===== config.mk =====
export PLATFORM = sky130hd
export DESIGN_NAME = nmea_gga_rmc_sentence_parser_top
export DESIGN_NICKNAME = d
export VERILOG_FILES = /design/src/hdl/ngr_pkg.sv /design/src/hdl/ngr_coord_cvt.sv /design/src/hdl/ngr_field_dec.sv /design/src/hdl/nmea_gga_rmc_sentence_parser_top.sv
export SDC_FILE = /design/constraint.sdc
export NUM_CORES = 2
export LEC_CHECK = 0
export BUFFER_PORTS_ARGS = -buffer_cell sky130_fd_sc_hd__buf_2
export CELL_PAD_IN_SITES_DETAIL_PLACEMENT = 0
export CELL_PAD_IN_SITES_GLOBAL_PLACEMENT = 1
export CORE_MARGIN = 5
export CORE_UTILIZATION = 45
export DETAILED_ROUTE_END_ITERATION = 10
export GPL_TIMING_DRIVEN = 0
export PLACE_DENSITY = 0.71
export REMOVE_ABC_BUFFERS = 1
export SYNTH_ARGS = -nofsm -noshare
export SYNTH_HDL_FRONTEND = slang
export SYNTH_SLANG_ARGS = --single-unit

===== constraint.sdc =====
create_clock -name aclk -period 14.9 [get_ports aclk]
set_input_delay 2.98 -clock aclk [delete_from_list [all_inputs] [get_ports aclk]]
set_output_delay 2.98 -clock aclk [all_outputs]
set_load 0.02 [all_outputs]

===== src/hdl/ngr_pkg.sv =====
// ----------------------------------------------------------------------------
// ngr_pkg
// Shared types, character codes and helper functions for the NMEA GGA/RMC
// sentence parser.
// ----------------------------------------------------------------------------
package ngr_pkg;

    localparam int FIELD_CHARS_MAX = 16;
    localparam int FIELDS_MAX      = 31;
    localparam int FL_W            = $clog2(FIELD_CHARS_MAX + 2);
    localparam int FN_W            = $clog2(FIELDS_MAX + 1);
    localparam int BUF_CHARS       = 6;
    localparam int SEC_START       = 4;

    localparam logic [7:0] CH_DOLLAR = 8'h24;
    localparam logic [7:0] CH_STAR   = 8'h2A;
    localparam logic [7:0] CH_COMMA  = 8'h2C;
    localparam logic [7:0] CH_DOT    = 8'h2E;
    localparam logic [7:0] CH_PLUS   = 8'h2B;
    localparam logic [7:0] CH_MINUS  = 8'h2D;
    localparam logic [7:0] CH_0      = 8'h30;
    localparam logic [7:0] CH_9      = 8'h39;
    localparam logic [7:0] CH_A      = 8'h41;
    localparam logic [7:0] CH_C      = 8'h43;
    localparam logic [7:0] CH_E      = 8'h45;
    localparam logic [7:0] CH_G      = 8'h47;
    localparam logic [7:0] CH_M      = 8'h4D;
    localparam logic [7:0] CH_N      = 8'h4E;
    localparam logic [7:0] CH_R      = 8'h52;
    localparam logic [7:0] CH_S      = 8'h53;
    localparam logic [7:0] CH_W      = 8'h57;

    typedef enum logic [1:0] {
        KIND_NONE = 2'd0,
        KIND_RMC  = 2'd1,
        KIND_GGA  = 2'd2
    } kind_t;

    typedef enum logic [1:0] {
        ST_REJECT  = 2'd0,
        ST_RMC_NOP = 2'd1,
        ST_RMC_POS = 2'd2,
        ST_GGA     = 2'd3
    } status_t;

    // running state of one decimal number parse
    typedef struct packed {
        logic        neg;
        logic        bad;
        logic        pnt;
        logic        dig;
        logic        nz;
        logic [23:0] whole;
        logic [7:0]  hi;
        logic [3:0]  t1;
        logic [3:0]  t0;
        logic [3:0]  fcnt;
        logic [6:0]  frac2;
        logic [9:0]  frac3;
        logic [16:0] frac5;
        logic        fnz;
    } num_t;

    typedef struct packed {
        logic            feed;
        logic            close;
        logic            clear;
        logic [FL_W-1:0] pos;
        logic [FN_W-1:0] fnum;
    } fd_ctrl_t;

    typedef struct packed {
        kind_t       kind;
        logic        time_ok;
        logic [26:0] time_ms;
        logic        active;
        logic        date_ok;
        logic [4:0]  day;
        logic [3:0]  month;
        logic [11:0] year;
        logic        lat_ok;
        logic        lat_neg;
        logic [7:0]  lat_deg;
        logic [22:0] lat_mfix;
        logic        lon_ok;
        logic        lon_neg;
        logic [7:0]  lon_deg;
        logic [22:0] lon_mfix;
        logic        fix_ok;
        logic [7:0]  fix;
        logic [7:0]  sats;
        logic [15:0] hdop;
        logic [2:0]  present;
        logic [26:0] alt_mag;
        logic        alt_neg;
    } fld_t;

    typedef struct packed {
        logic       ok;
        logic [6:0] val;
    } su2_t;

    function automatic logic is_digit(input logic [7:0] c);
        is_digit = (c inside {[CH_0:CH_9]});
    endfunction

    function automatic num_t num_step(input num_t s, input logic [7:0] c, input logic first);
        num_t        n;
        logic [3:0]  d;
        logic [27:0] wp;
        logic [11:0] hp;
        n  = first ? '0 : s;
        d  = c[3:0];
        wp = {4'd0, n.whole} * 28'd10 + {24'd0, d};
        hp = {4'd0, n.hi} * 12'd10 + {8'd0, n.t1};
        if (is_digit(c)) begin
            n.dig = 1'b1;
            if (d != 4'd0) n.nz = 1'b1;
            if (!n.pnt) begin
                n.whole = (wp > 28'hFF_FFFF) ? 24'hFF_FFFF : wp[23:0];
                n.hi    = (hp > 12'd255) ? 8'd255 : hp[7:0];
                n.t1    = n.t0;
                n.t0    = d;
            end else if (n.fcnt < 4'd8) begin
                if (d != 4'd0) n.fnz = 1'b1;
                case (n.fcnt)
                    4'd0: begin
                        n.frac5 = n.frac5 + 17'(d) * 17'd10000;
                        n.frac3 = n.frac3 + 10'(d) * 10'd100;
                        n.frac2 = n.frac2 + 7'(d) * 7'd10;
                    end
                    4'd1: begin
                        n.frac5 = n.frac5 + 17'(d) * 17'd1000;
                        n.frac3 = n.frac3 + 10'(d) * 10'd10;
                        n.frac2 = n.frac2 + 7'(d);
                    end
                    4'd2: begin
                        n.frac5 = n.frac5 + 17'(d) * 17'd100;
                        n.frac3 = n.frac3 + 10'(d);
                    end
                    4'd3: n.frac5 = n.frac5 + 17'(d) * 17'd10;
                    4'd4: n.frac5 = n.frac5 + 17'(d);
                    default: ;
                endcase
                n.fcnt = n.fcnt + 4'd1;
            end
        end else if (c == CH_DOT && !n.pnt) begin
            n.pnt = 1'b1;
        end else if (first && (c == CH_PLUS || c == CH_MINUS)) begin
            n.neg = (c == CH_MINUS);
        end else begin
            n.bad = 1'b1;
        end
        num_step = n;
    endfunction

    // two-character unsigned integer, optional sign, minus zero is zero
    function automatic su2_t su2(input logic [7:0] c0, input logic [7:0] c1);
        su2_t r;
        r = '0;
        if (is_digit(c0) && is_digit(c1)) begin
            r.ok  = 1'b1;
            r.val = 7'(c0[3:0]) * 7'd10 + 7'(c1[3:0]);
        end else if ((c0 == CH_PLUS || c0 == CH_MINUS) && is_digit(c1)) begin
            r.val = 7'(c1[3:0]);
            r.ok  = !(c0 == CH_MINUS && c1[3:0] != 4'd0);
        end
        su2 = r;
    endfunction

endpackage


===== src/hdl/ngr_coord_cvt.sv =====
// ----------------------------------------------------------------------------
// ngr_coord_cvt
// Converts degrees plus minutes (1e-5 minute units) to 1e-7 degrees:
// deg * 1e7 + floor(mfix * 5 / 3), registered.
// ----------------------------------------------------------------------------
module ngr_coord_cvt
    import ngr_pkg::*;
(
    input  logic        aclk,
    input  logic [7:0]  deg,
    input  logic [22:0] mfix,
    output logic [30:0] mag
);

    localparam logic [24:0] RECIP3 = 25'd22369622;

    logic [25:0] x5;
    logic [50:0] prod;
    logic [32:0] sum;
    logic [30:0] mag_reg;
    logic [30:0] mag_next;

    always_comb begin
        x5       = {3'd0, mfix} + {1'b0, mfix, 2'b00};
        prod     = 51'(x5) * 51'(RECIP3);
        sum      = 33'(deg) * 33'd10000000 + 33'(prod[50:26]);
        mag_next = sum[30:0];
    end

    always_ff @(posedge aclk) begin
        mag_reg <= mag_next;
    end

    assign mag = mag_reg;

endmodule


===== src/hdl/ngr_field_dec.sv =====
// ----------------------------------------------------------------------------
// ngr_field_dec
// Per-field number parsing and decode of the sentence fields into the
// held result set.
// ----------------------------------------------------------------------------
module ngr_field_dec
    import ngr_pkg::*;
(
    input  logic        aclk,
    input  logic        aresetn,
    input  fd_ctrl_t    ctrl,
    input  logic [7:0]  byte_in,
    output fld_t        held,
    output logic [30:0] lat_mag,
    output logic [30:0] lon_mag
);

    logic [7:0]  buf_reg [BUF_CHARS];
    num_t        num_a_reg, num_a_next;
    num_t        num_b_reg, num_b_next;
    fld_t        hr_reg, hr_next;

    logic            len_ok, a_ok, a_iok, b_ok, dir1;
    logic [FL_W-1:0] len;
    logic [6:0]      mins;
    logic            cok, lat_cok, lon_cok;
    logic [22:0]     mfix;
    su2_t            su_h, su_m, su_y;
    logic            t_ok, d_ok;
    logic [26:0]     t_ms;
    logic [30:0]     c_hd;
    logic [7:0]      w_sat;

    always_comb begin
        len    = ctrl.pos;
        len_ok = (len != '0) && (len <= FL_W'(FIELD_CHARS_MAX));
        a_ok   = len_ok && !num_a_reg.bad && num_a_reg.dig;
        a_iok  = a_ok && !num_a_reg.pnt;
        b_ok   = !num_b_reg.bad && num_b_reg.dig;
        dir1   = (len == FL_W'(1));
        w_sat  = (num_a_reg.whole > 24'd255) ? 8'd255 : num_a_reg.whole[7:0];

        mins    = 7'(num_a_reg.t1) * 7'd10 + 7'(num_a_reg.t0);
        cok     = a_ok && !(num_a_reg.neg && num_a_reg.nz) && (mins < 7'd60);
        lat_cok = cok && (num_a_reg.hi <= 8'd90) &&
                  !(num_a_reg.hi == 8'd90 && (mins != 7'd0 || num_a_reg.fnz));
        lon_cok = cok && (num_a_reg.hi <= 8'd180) &&
                  !(num_a_reg.hi == 8'd180 && (mins != 7'd0 || num_a_reg.fnz));
        mfix    = 23'(mins) * 23'd100000 + 23'(num_a_reg.frac5);

        su_h = su2(buf_reg[0], buf_reg[1]);
        su_m = su2(buf_reg[2], buf_reg[3]);
        su_y = su2(buf_reg[4], buf_reg[5]);

        t_ok = (len >= FL_W'(6)) && (len <= FL_W'(FIELD_CHARS_MAX)) &&
               su_h.ok && (su_h.val <= 7'd23) && su_m.ok && (su_m.val <= 7'd59) &&
               b_ok && !(num_b_reg.neg && num_b_reg.nz) && (num_b_reg.whole < 24'd60);
        t_ms = 27'(su_h.val) * 27'd3600000 + 27'(su_m.val) * 27'd60000 +
               27'(num_b_reg.whole[5:0]) * 27'd1000 + 27'(num_b_reg.frac3);

        d_ok = (len == FL_W'(6)) && su_h.ok && (su_h.val <= 7'd31) && (su_h.val >= 7'd1) &&
               su_m.ok && (su_m.val <= 7'd12) && (su_m.val >= 7'd1) &&
               su_y.ok && (su_y.val <= 7'd99);

        c_hd = 31'(num_a_reg.whole) * 31'd100 + 31'(num_a_reg.frac2);

        hr_next = hr_reg;
        if (ctrl.clear) begin
            hr_next = '0;
        end else if (ctrl.close) begin
            if (ctrl.fnum == '0) begin
                hr_next.kind = KIND_NONE;
                if (len == FL_W'(6) && buf_reg[3] == CH_R && buf_reg[4] == CH_M &&
                    buf_reg[5] == CH_C) begin
                    hr_next.kind = KIND_RMC;
                end else if (len == FL_W'(6) && buf_reg[3] == CH_G && buf_reg[4] == CH_G &&
                             buf_reg[5] == CH_A) begin
                    hr_next.kind = KIND_GGA;
                end
            end else if (ctrl.fnum == FN_W'(1) && hr_reg.kind != KIND_NONE) begin
                hr_next.time_ok = t_ok;
                if (t_ok) hr_next.time_ms = t_ms;
            end else if (hr_reg.kind == KIND_RMC) begin
                case (ctrl.fnum)
                    FN_W'(2): hr_next.active = dir1 && buf_reg[0] == CH_A;
                    FN_W'(3): begin
                        hr_next.lat_ok   = lat_cok;
                        hr_next.lat_deg  = num_a_reg.hi;
                        hr_next.lat_mfix = mfix;
                    end
                    FN_W'(4): begin
                        hr_next.lat_neg = dir1 && buf_reg[0] == CH_S;
                        hr_next.lat_ok  = hr_reg.lat_ok && dir1 &&
                                          (buf_reg[0] == CH_N || buf_reg[0] == CH_S);
                    end
                    FN_W'(5): begin
                        hr_next.lon_ok   = lon_cok;
                        hr_next.lon_deg  = num_a_reg.hi;
                        hr_next.lon_mfix = mfix;
                    end
                    FN_W'(6): begin
                        hr_next.lon_neg = dir1 && buf_reg[0] == CH_W;
                        hr_next.lon_ok  = hr_reg.lon_ok && dir1 &&
                                          (buf_reg[0] == CH_E || buf_reg[0] == CH_W);
                    end
                    FN_W'(9): begin
                        hr_next.date_ok = d_ok;
                        hr_next.day     = su_h.val[4:0];
                        hr_next.month   = su_m.val[3:0];
                        hr_next.year    = (su_y.val >= 7'd80) ? 12'd1900 + 12'(su_y.val)
                                                              : 12'd2000 + 12'(su_y.val);
                    end
                    default: ;
                endcase
            end else if (hr_reg.kind == KIND_GGA) begin
                case (ctrl.fnum)
                    FN_W'(2): begin
                        hr_next.lat_ok   = lat_cok;
                        hr_next.lat_deg  = num_a_reg.hi;
                        hr_next.lat_mfix = mfix;
                    end
                    FN_W'(3): begin
                        hr_next.lat_neg = dir1 && buf_reg[0] == CH_S;
                        hr_next.lat_ok  = hr_reg.lat_ok && dir1 &&
                                          (buf_reg[0] == CH_N || buf_reg[0] == CH_S);
                    end
                    FN_W'(4): begin
                        hr_next.lon_ok   = lon_cok;
                        hr_next.lon_deg  = num_a_reg.hi;
                        hr_next.lon_mfix = mfix;
                    end
                    FN_W'(5): begin
                        hr_next.lon_neg = dir1 && buf_reg[0] == CH_W;
                        hr_next.lon_ok  = hr_reg.lon_ok && dir1 &&
                                          (buf_reg[0] == CH_E || buf_reg[0] == CH_W);
                    end
                    FN_W'(6): begin
                        hr_next.fix_ok = a_iok && !num_a_reg.neg && (num_a_reg.whole != 24'd0);
                        hr_next.fix    = w_sat;
                    end
                    FN_W'(7): begin
                        if (a_iok) begin
                            hr_next.present[0] = 1'b1;
                            hr_next.sats       = num_a_reg.neg ? 8'd0 : w_sat;
                        end
                    end
                    FN_W'(8): begin
                        if (a_ok) begin
                            hr_next.present[1] = 1'b1;
                            hr_next.hdop = num_a_reg.neg ? 16'd0 :
                                           (c_hd > 31'd65535) ? 16'hFFFF : c_hd[15:0];
                        end
                    end
                    FN_W'(9): begin
                        if (a_ok) begin
                            hr_next.present[2] = 1'b1;
                            hr_next.alt_mag = (c_hd > 31'd100000000) ? 27'd100000000
                                                                     : c_hd[26:0];
                            hr_next.alt_neg = num_a_reg.neg;
                        end
                    end
                    default: ;
                endcase
            end
        end

        num_a_next = num_a_reg;
        num_b_next = num_b_reg;
        if (ctrl.feed) begin
            num_a_next = num_step(num_a_reg, byte_in, ctrl.pos == '0);
            if (ctrl.pos >= FL_W'(SEC_START)) begin
                num_b_next = num_step(num_b_reg, byte_in, ctrl.pos == FL_W'(SEC_START));
            end
        end
    end

    always_ff @(posedge aclk) begin
        if (!aresetn) begin
            hr_reg <= '0;
        end else begin
            hr_reg <= hr_next;
        end
    end

    always_ff @(posedge aclk) begin
        num_a_reg <= num_a_next;
        num_b_reg <= num_b_next;
        if (ctrl.feed && ctrl.pos < FL_W'(BUF_CHARS)) begin
            buf_reg[ctrl.pos[$clog2(BUF_CHARS)-1:0]] <= byte_in;
        end
    end

    ngr_coord_cvt u_lat_cvt (
        .aclk (aclk),
        .deg  (hr_reg.lat_deg),
        .mfix (hr_reg.lat_mfix),
        .mag  (lat_mag)
    );

    ngr_coord_cvt u_lon_cvt (
        .aclk (aclk),
        .deg  (hr_reg.lon_deg),
        .mfix (hr_reg.lon_mfix),
        .mag  (lon_mag)
    );

    assign held = hr_reg;

endmodule


===== src/hdl/nmea_gga_rmc_sentence_parser_top.sv =====
// ----------------------------------------------------------------------------
// nmea_gga_rmc_sentence_parser_top
// NMEA 0183 GGA/RMC sentence checker and parser, one character per transfer.
// ----------------------------------------------------------------------------
// Throughput: one character per cycle while s_tready is high; no stall between sentences.
// Output: the result is registered and appears on m_ in the cycle after the
// transfer of the character marked by s_tlast; a full output register blocks
// input only while m_tready is low.
// Reset: aresetn (synchronous, active low) returns framing to wait for '$'.
module nmea_gga_rmc_sentence_parser_top
    import ngr_pkg::*;
(
    input  logic         aclk,
    input  logic         aresetn,
    input  logic         s_tvalid,
    output logic         s_tready,
    input  logic [7:0]   s_tdata,   // byte_in[7:0]
    input  logic         s_tlast,   // is_last
    output logic         m_tvalid,
    input  logic         m_tready,
    // time_of_day_ms, day, month, year, latitude, longitude, fix_qual,
    // satellites, hdop_centi, altitude_cm, present_mask, zero pad
    output logic [175:0] m_tdata,
    output logic [1:0]   m_tuser    // status
);

    typedef enum logic [2:0] {
        PH_IDLE,
        PH_BODY,
        PH_HEX1,
        PH_HEX2,
        PH_TAIL
    } phase_t;

    phase_t          phase_reg, phase_next, phase_p;
    logic [7:0]      xor_reg, xor_next, xor_p;
    logic [7:0]      recv_reg, recv_next, recv_p;
    logic [FN_W-1:0] fn_reg, fn_next, fn_p;
    logic [FL_W-1:0] fl_reg, fl_next, fl_p;
    logic            err_reg, err_next, err_p;
    logic            m_valid_reg, m_valid_next;
    logic [175:0]    m_data_reg, m_data_next;
    logic [1:0]      m_user_reg, m_user_next;

    logic        xfer;
    logic        hex_ok;
    logic [3:0]  hex_val;
    fd_ctrl_t    ctrl;
    fld_t        held;
    logic [30:0] lat_mag, lon_mag;
    logic        base_ok;
    status_t     status;
    logic [30:0] lat_o;
    logic [31:0] lon_o;
    logic [27:0] alt_o;

    assign s_tready = !m_valid_reg || m_tready;
    assign xfer     = s_tvalid && s_tready;

    always_comb begin
        hex_ok  = 1'b1;
        hex_val = 4'd0;
        if (is_digit(s_tdata)) begin
            hex_val = s_tdata[3:0];
        end else if (s_tdata inside {[8'h41:8'h46], [8'h61:8'h66]}) begin
            hex_val = s_tdata[3:0] + 4'd9;
        end else begin
            hex_ok = 1'b0;
        end
    end

    always_comb begin
        phase_p = phase_reg;
        xor_p   = xor_reg;
        recv_p  = recv_reg;
        fn_p    = fn_reg;
        fl_p    = fl_reg;
        err_p   = err_reg;
        ctrl    = '0;
        ctrl.pos  = fl_reg;
        ctrl.fnum = fn_reg;
        if (xfer) begin
            case (phase_reg)
                PH_IDLE: begin
                    if (s_tdata == CH_DOLLAR) begin
                        phase_p = PH_BODY;
                        fl_p    = FL_W'(1);
                    end else begin
                        err_p   = 1'b1;
                        phase_p = PH_TAIL;
                    end
                end
                PH_BODY: begin
                    if (s_tdata == CH_STAR) begin
                        ctrl.close = 1'b1;
                        phase_p    = PH_HEX1;
                    end else begin
                        xor_p = xor_reg ^ s_tdata;
                        if (s_tdata == CH_COMMA) begin
                            ctrl.close = 1'b1;
                            if (fn_reg < FN_W'(FIELDS_MAX)) fn_p = fn_reg + FN_W'(1);
                            fl_p = '0;
                        end else begin
                            ctrl.feed = 1'b1;
                            if (fl_reg <= FL_W'(FIELD_CHARS_MAX)) fl_p = fl_reg + FL_W'(1);
                        end
                    end
                end
                PH_HEX1: begin
                    if (!hex_ok) err_p = 1'b1;
                    else recv_p = {hex_val, 4'd0};
                    phase_p = PH_HEX2;
                end
                PH_HEX2: begin
                    if (!hex_ok) err_p = 1'b1;
                    else recv_p = recv_reg | {4'd0, hex_val};
                    phase_p = PH_TAIL;
                end
                PH_TAIL: ;
                default: ;
            endcase
        end

        ctrl.clear = xfer && s_tlast;

        if (xfer && s_tlast) begin
            phase_next = PH_IDLE;
            xor_next   = '0;
            recv_next  = '0;
            fn_next    = '0;
            fl_next    = '0;
            err_next   = 1'b0;
        end else begin
            phase_next = phase_p;
            xor_next   = xor_p;
            recv_next  = recv_p;
            fn_next    = fn_p;
            fl_next    = fl_p;
            err_next   = err_p;
        end
    end

    ngr_field_dec u_field_dec (
        .aclk    (aclk),
        .aresetn (aresetn),
        .ctrl    (ctrl),
        .byte_in (s_tdata),
        .held    (held),
        .lat_mag (lat_mag),
        .lon_mag (lon_mag)
    );

    always_comb begin
        base_ok = !err_p && phase_p == PH_TAIL && xor_p == recv_p && fn_p >= FN_W'(9);
        status  = ST_REJECT;
        if (base_ok) begin
            if (held.kind == KIND_RMC && held.time_ok && held.date_ok && held.active) begin
                status = (held.lat_ok && held.lon_ok) ? ST_RMC_POS : ST_RMC_NOP;
            end else if (held.kind == KIND_GGA && held.time_ok && held.lat_ok &&
                         held.lon_ok && held.fix_ok) begin
                status = ST_GGA;
            end
        end
        lat_o = held.lat_neg ? 31'd0 - lat_mag : lat_mag;
        lon_o = held.lon_neg ? 32'd0 - {1'b0, lon_mag} : {1'b0, lon_mag};
        alt_o = held.alt_neg ? 28'd0 - {1'b0, held.alt_mag} : {1'b0, held.alt_mag};

        m_data_next = '0;
        case (status)
            ST_RMC_NOP, ST_RMC_POS: begin
                m_data_next[26:0]  = held.time_ms;
                m_data_next[31:27] = held.day;
                m_data_next[35:32] = held.month;
                m_data_next[47:36] = held.year;
                if (status == ST_RMC_POS) begin
                    m_data_next[78:48]  = lat_o;
                    m_data_next[110:79] = lon_o;
                end
            end
            ST_GGA: begin
                m_data_next[26:0]    = held.time_ms;
                m_data_next[78:48]   = lat_o;
                m_data_next[110:79]  = lon_o;
                m_data_next[118:111] = held.fix;
                m_data_next[126:119] = held.present[0] ? held.sats : 8'd0;
                m_data_next[142:127] = held.present[1] ? held.hdop : 16'd0;
                m_data_next[170:143] = held.present[2] ? alt_o : 28'd0;
                m_data_next[173:171] = held.present;
            end
            default: ;
        endcase
        m_user_next = status;

        if (xfer && s_tlast) m_valid_next = 1'b1;
        else if (m_tready)   m_valid_next = 1'b0;
        else                 m_valid_next = m_valid_reg;
    end

    always_ff @(posedge aclk) begin
        if (!aresetn) begin
            phase_reg   <= PH_IDLE;
            xor_reg     <= '0;
            recv_reg    <= '0;
            fn_reg      <= '0;
            fl_reg      <= '0;
            err_reg     <= 1'b0;
            m_valid_reg <= 1'b0;
        end else begin
            phase_reg   <= phase_next;
            xor_reg     <= xor_next;
            recv_reg    <= recv_next;
            fn_reg      <= fn_next;
            fl_reg      <= fl_next;
            err_reg     <= err_next;
            m_valid_reg <= m_valid_next;
        end
    end

    always_ff @(posedge aclk) begin
        if (xfer && s_tlast) begin
            m_data_reg <= m_data_next;
            m_user_reg <= m_user_next;
        end
    end

    assign m_tvalid = m_valid_reg;
    assign m_tdata  = m_data_reg;
    assign m_tuser  = m_user_reg;

endmodule


==> metrics.md <==
| Metric | Value |
|---|---|
| CTS tree | `yes` |
| Post-Route M1 WL | `about 87 mm` |
| Area leader, netlist | `ha_1` |
| WS Path Type | `reg -> reg` |
| Reg2Reg Setup Slack | `approximately 0.95 ns` |
| Placed cell area | `roughly 80,000 um2` |
| Total CTS buffers | `75` |
| Peak per-stage delay on the critical path | `0.82 ns` |
| Max cap viols | `0` |
| Total setup buffers inserted after CTS | `0` |
| Yosys warning count | `0` |
| # setup viols final | `0` |
| Detail Placement HPWL | `157 mm` |
| Die width | `422 um` |
| Status | `completed` |
| Post-synth top area share | `0.221` |
| RD Place Congestion | `0.891` |
| Final Net Count | `~10,000` |
| Commonest non-fill, non-tap cell in the layout | `inv_1` |
| Synthesis-to-layout area growth | `7.73%` |
| RSZ-0062 raised after global routing | `no` |
| Post-synth ARST share | `0` |
| CTS Sinks | `roughly 620` |
| Critical Path RT | `15.45 ns` |
| WHS | `0.444 ns` |
| Cell area after layout | `82,400 um2` |
| Hold crit path type | `reg -> reg` |
| Met3 routed WL | `approximately 7.4 mm` |
| Synth area leaders | `ha_1, fa_1, edfxtp_1, dfxtp_1, inv_1` |
| Most frequent cells in the layout | `inv_1, ha_1, fa_1` |
| DRT Wirelength | `192 mm` |
| # rows | `roughly 150` |
| Iteration-0 DRC Markers | `3,061` |
| Critical path arrival | `14.50 ns` |
| Max reg flops | `182` |
| Post-Syn Area per Cell | `9.21 um2` |
| Share of cells above drive strength 1 | `0.0501` |
| WL/cell | `17.9 um` |
| Worst r2r path cells | `47` |
| CTS root buf | `clkbuf_16` |
| Initial antenna violation count | `11` |
| Reg2Reg Launch Point | `u_field_dec.held[98]$_SDFFE_PP0P_` |
| Yosys cell types | `118` |
| Worst path slowest cell | `dfxtp_1` |
| Post-synth EDFFs | `340` |
| Slew HR | `0.0697` |
| Largest net degree at the start of global routing | `112` |
| Met2 wire length | `91.8 mm` |
| Initial Util | `0.452` |
| Die Ht | `422 um` |
| Vias in the first global route | `~58,000` |
| Max Used Layer | `met5` |
| Total grt overflow | `0` |
| Seq cells post-synth | `615` |
| Total power | `3950 uW` |
| Worst-path maximum fanout | `13` |
| Mapped Cells | `8,310` |
| Fill cells | `16,200` |
| Clock slew at the register clock pins of the worst setup and hold paths | `0.06 ns` |
| Pwr dens | `48.0 nW/um2` |
| Clk_lat worst skew | `0.70 ns` |
| Core footprint | `about 170,000 um2` |
| Seq/Total Area, Yosys | `0.205` |
| Die area | `around 180,000 um2` |
| Leak Pwr | `0.0408 uW` |
| Antenna-violating nets left | `0` |
| Max VDD drop | `0.0644 mV` |
| DRC errors left | `0` |
| First-pass GRT wire length | `311 mm` |
| Critical path capture point type | `register` |
| Worst Tran Pin Value | `around 1.4 ns` |
| CTS Buffer Depth | `3` |
| Fmax | `71.7 MHz` |
| Vias per inst | `5.31` |
| Total number of vias | `56,800` |
| CP Launch Point | `u_field_dec.held[98]$_SDFFE_PP0P_` |
| CP Launch Type | `register` |
| Ys flop type | `edfxtp_1` |
| # H-tree levels | `3` |
| Fin. Hold Viols | `0` |
| Max Transition Viols Final | `0` |
| DR pass1 iterations | `6` |
| Hold_buf cts | `0` |
| Tcrit/Tclk final | `0.936` |
| Critical Path Sink | `u_field_dec.u_lat_cvt.mag[30]$_DFF_P_` |
| Worst R2R End | `u_field_dec.u_lat_cvt.mag[30]$_DFF_P_` |
| Setup TNS | `0 ns` |
| Port bufs | `190` |
| Overall global routing resource usage | `0.214` |
| Post-cts sizing count | `0` |
| Post-Syn Area | `76,500 um2` |
| Number of placed I/O pins | `193` |
| Post-layout min period | `roughly 14 ns` |
| Setup Skew | `0.0351 ns` |
## area by class of cell
class / count / area, um2 / share of cell area
Antenna cell: 3 / 7.51 / 0.0000911
Clock buffer: 100 / 2050 / 0.0249
Clock inverter: 38 / 414 / 0.00503
Inverter: 1445 / 5430 / 0.0659
Multi-Input combinational cell: 6073 / 54800 / 0.665
Sequential cell: 615 / 15700 / 0.191
Tap cell: 2218 / 2780 / 0.0337
Timing Repair Buffer: 206 / 1240 / 0.0150
## where the power goes
group / switching (uW) / leakage, uW / internal (uW)
Clock: 809 / 0.00118 / 1060
Combinational: 178 / 0.0344 / 98.9
Sequential: 8.43 / 0.00525 / 1800
Total: 996 / 0.0408 / 2960
## critical path, delay by kind of cell (launching register included)
kind,cells,cell delay (ns)
AOI/OAI and AO/OA,19,4.79
adders and majority gates,10,4.39
xor gates and xnor gates,3,0.97
buffers and inverters,4,0.23
and+or+nand+nor,11,2.56
DFF,1,0.82
## cells in the mapped netlist (43+ instances only)
cell and count:
o21ai_0 288, xnor2_1 333, ha_1 1352, xor2_1 245, o21bai_1 52, nor3_1 159
clkbuf_1 159, fa_1 658, a211oi_1 50, nand2_1 480, a21o_1 132, dfxtp_1 275
nand2b_1 43, nor2_1 554, inv_1 1443, and3_1 69, nand3_1 128, edfxtp_1 340
nand4_1 50, nor2b_1 120, a21oi_1 530, and2_1 98, o21a_1 55, a31oi_1 53
## worst min path at each step
| stage | cells after the start | start | slack, ns | to |
|---|---|---|---|---|
| 2_1_floorplan | 2 | u_field_dec.held[156]$_SDFFE_PP0P_ | 0.43 | u_field_dec.held[156]$_SDFFE_PP0P_ |
| 3_3_place_gp | 2 | u_field_dec.held[55]$_SDFFE_PP0P_ | 0.43 | u_field_dec.held[55]$_SDFFE_PP0P_ |
| 3_5_place_dp | 2 | u_field_dec.held[171]$_SDFFE_PP0P_ | 0.44 | u_field_dec.held[171]$_SDFFE_PP0P_ |
| 4_1_cts | 2 | u_field_dec.held[171]$_SDFFE_PP0P_ | 0.45 | u_field_dec.held[171]$_SDFFE_PP0P_ |
| 5_1_grt | 2 | u_field_dec.held[163]$_SDFFE_PP0P_ | 0.46 | u_field_dec.held[163]$_SDFFE_PP0P_ |
| 6_report | 2 | u_field_dec.held[171]$_SDFFE_PP0P_ | 0.44 | u_field_dec.held[171]$_SDFFE_PP0P_ |
## cell families after synthesis
group,after synthesis,synth area share
mux,32,0.00427
fa+ha+maj,2010,0.393
simple gates,1927,0.123
xor+xnor,582,0.0675
buf+inv,1623,0.0802
compound gates,1520,0.126
other cells,1,0.0000490
flops,615,0.205
## metal layers
layer | GRT usage | vias up
met4 | 0.0631 | 8
met5 | 0 | -
met2 | 0.372 | 858
met1 | 0.279 | 27400
li1 | - | 28300
met3 | 0.0277 | 250
## metrics by stage
| step | worst slack (ns) | utilization | cells |
|---|---|---|---|
| after floorplan | 3.78 | - | 8133 |
| after global placement | 0.238 | 0.470 | 10500 |
| after detailed placement | 0.382 | 0.472 | 10600 |
| after CTS | 0.302 | 0.487 | 10700 |
| after global routing | 0.0171 | 0.487 | 10700 |
| final | 0.948 | 0.487 | 10700 |
(Power assumes the default switching activity.)
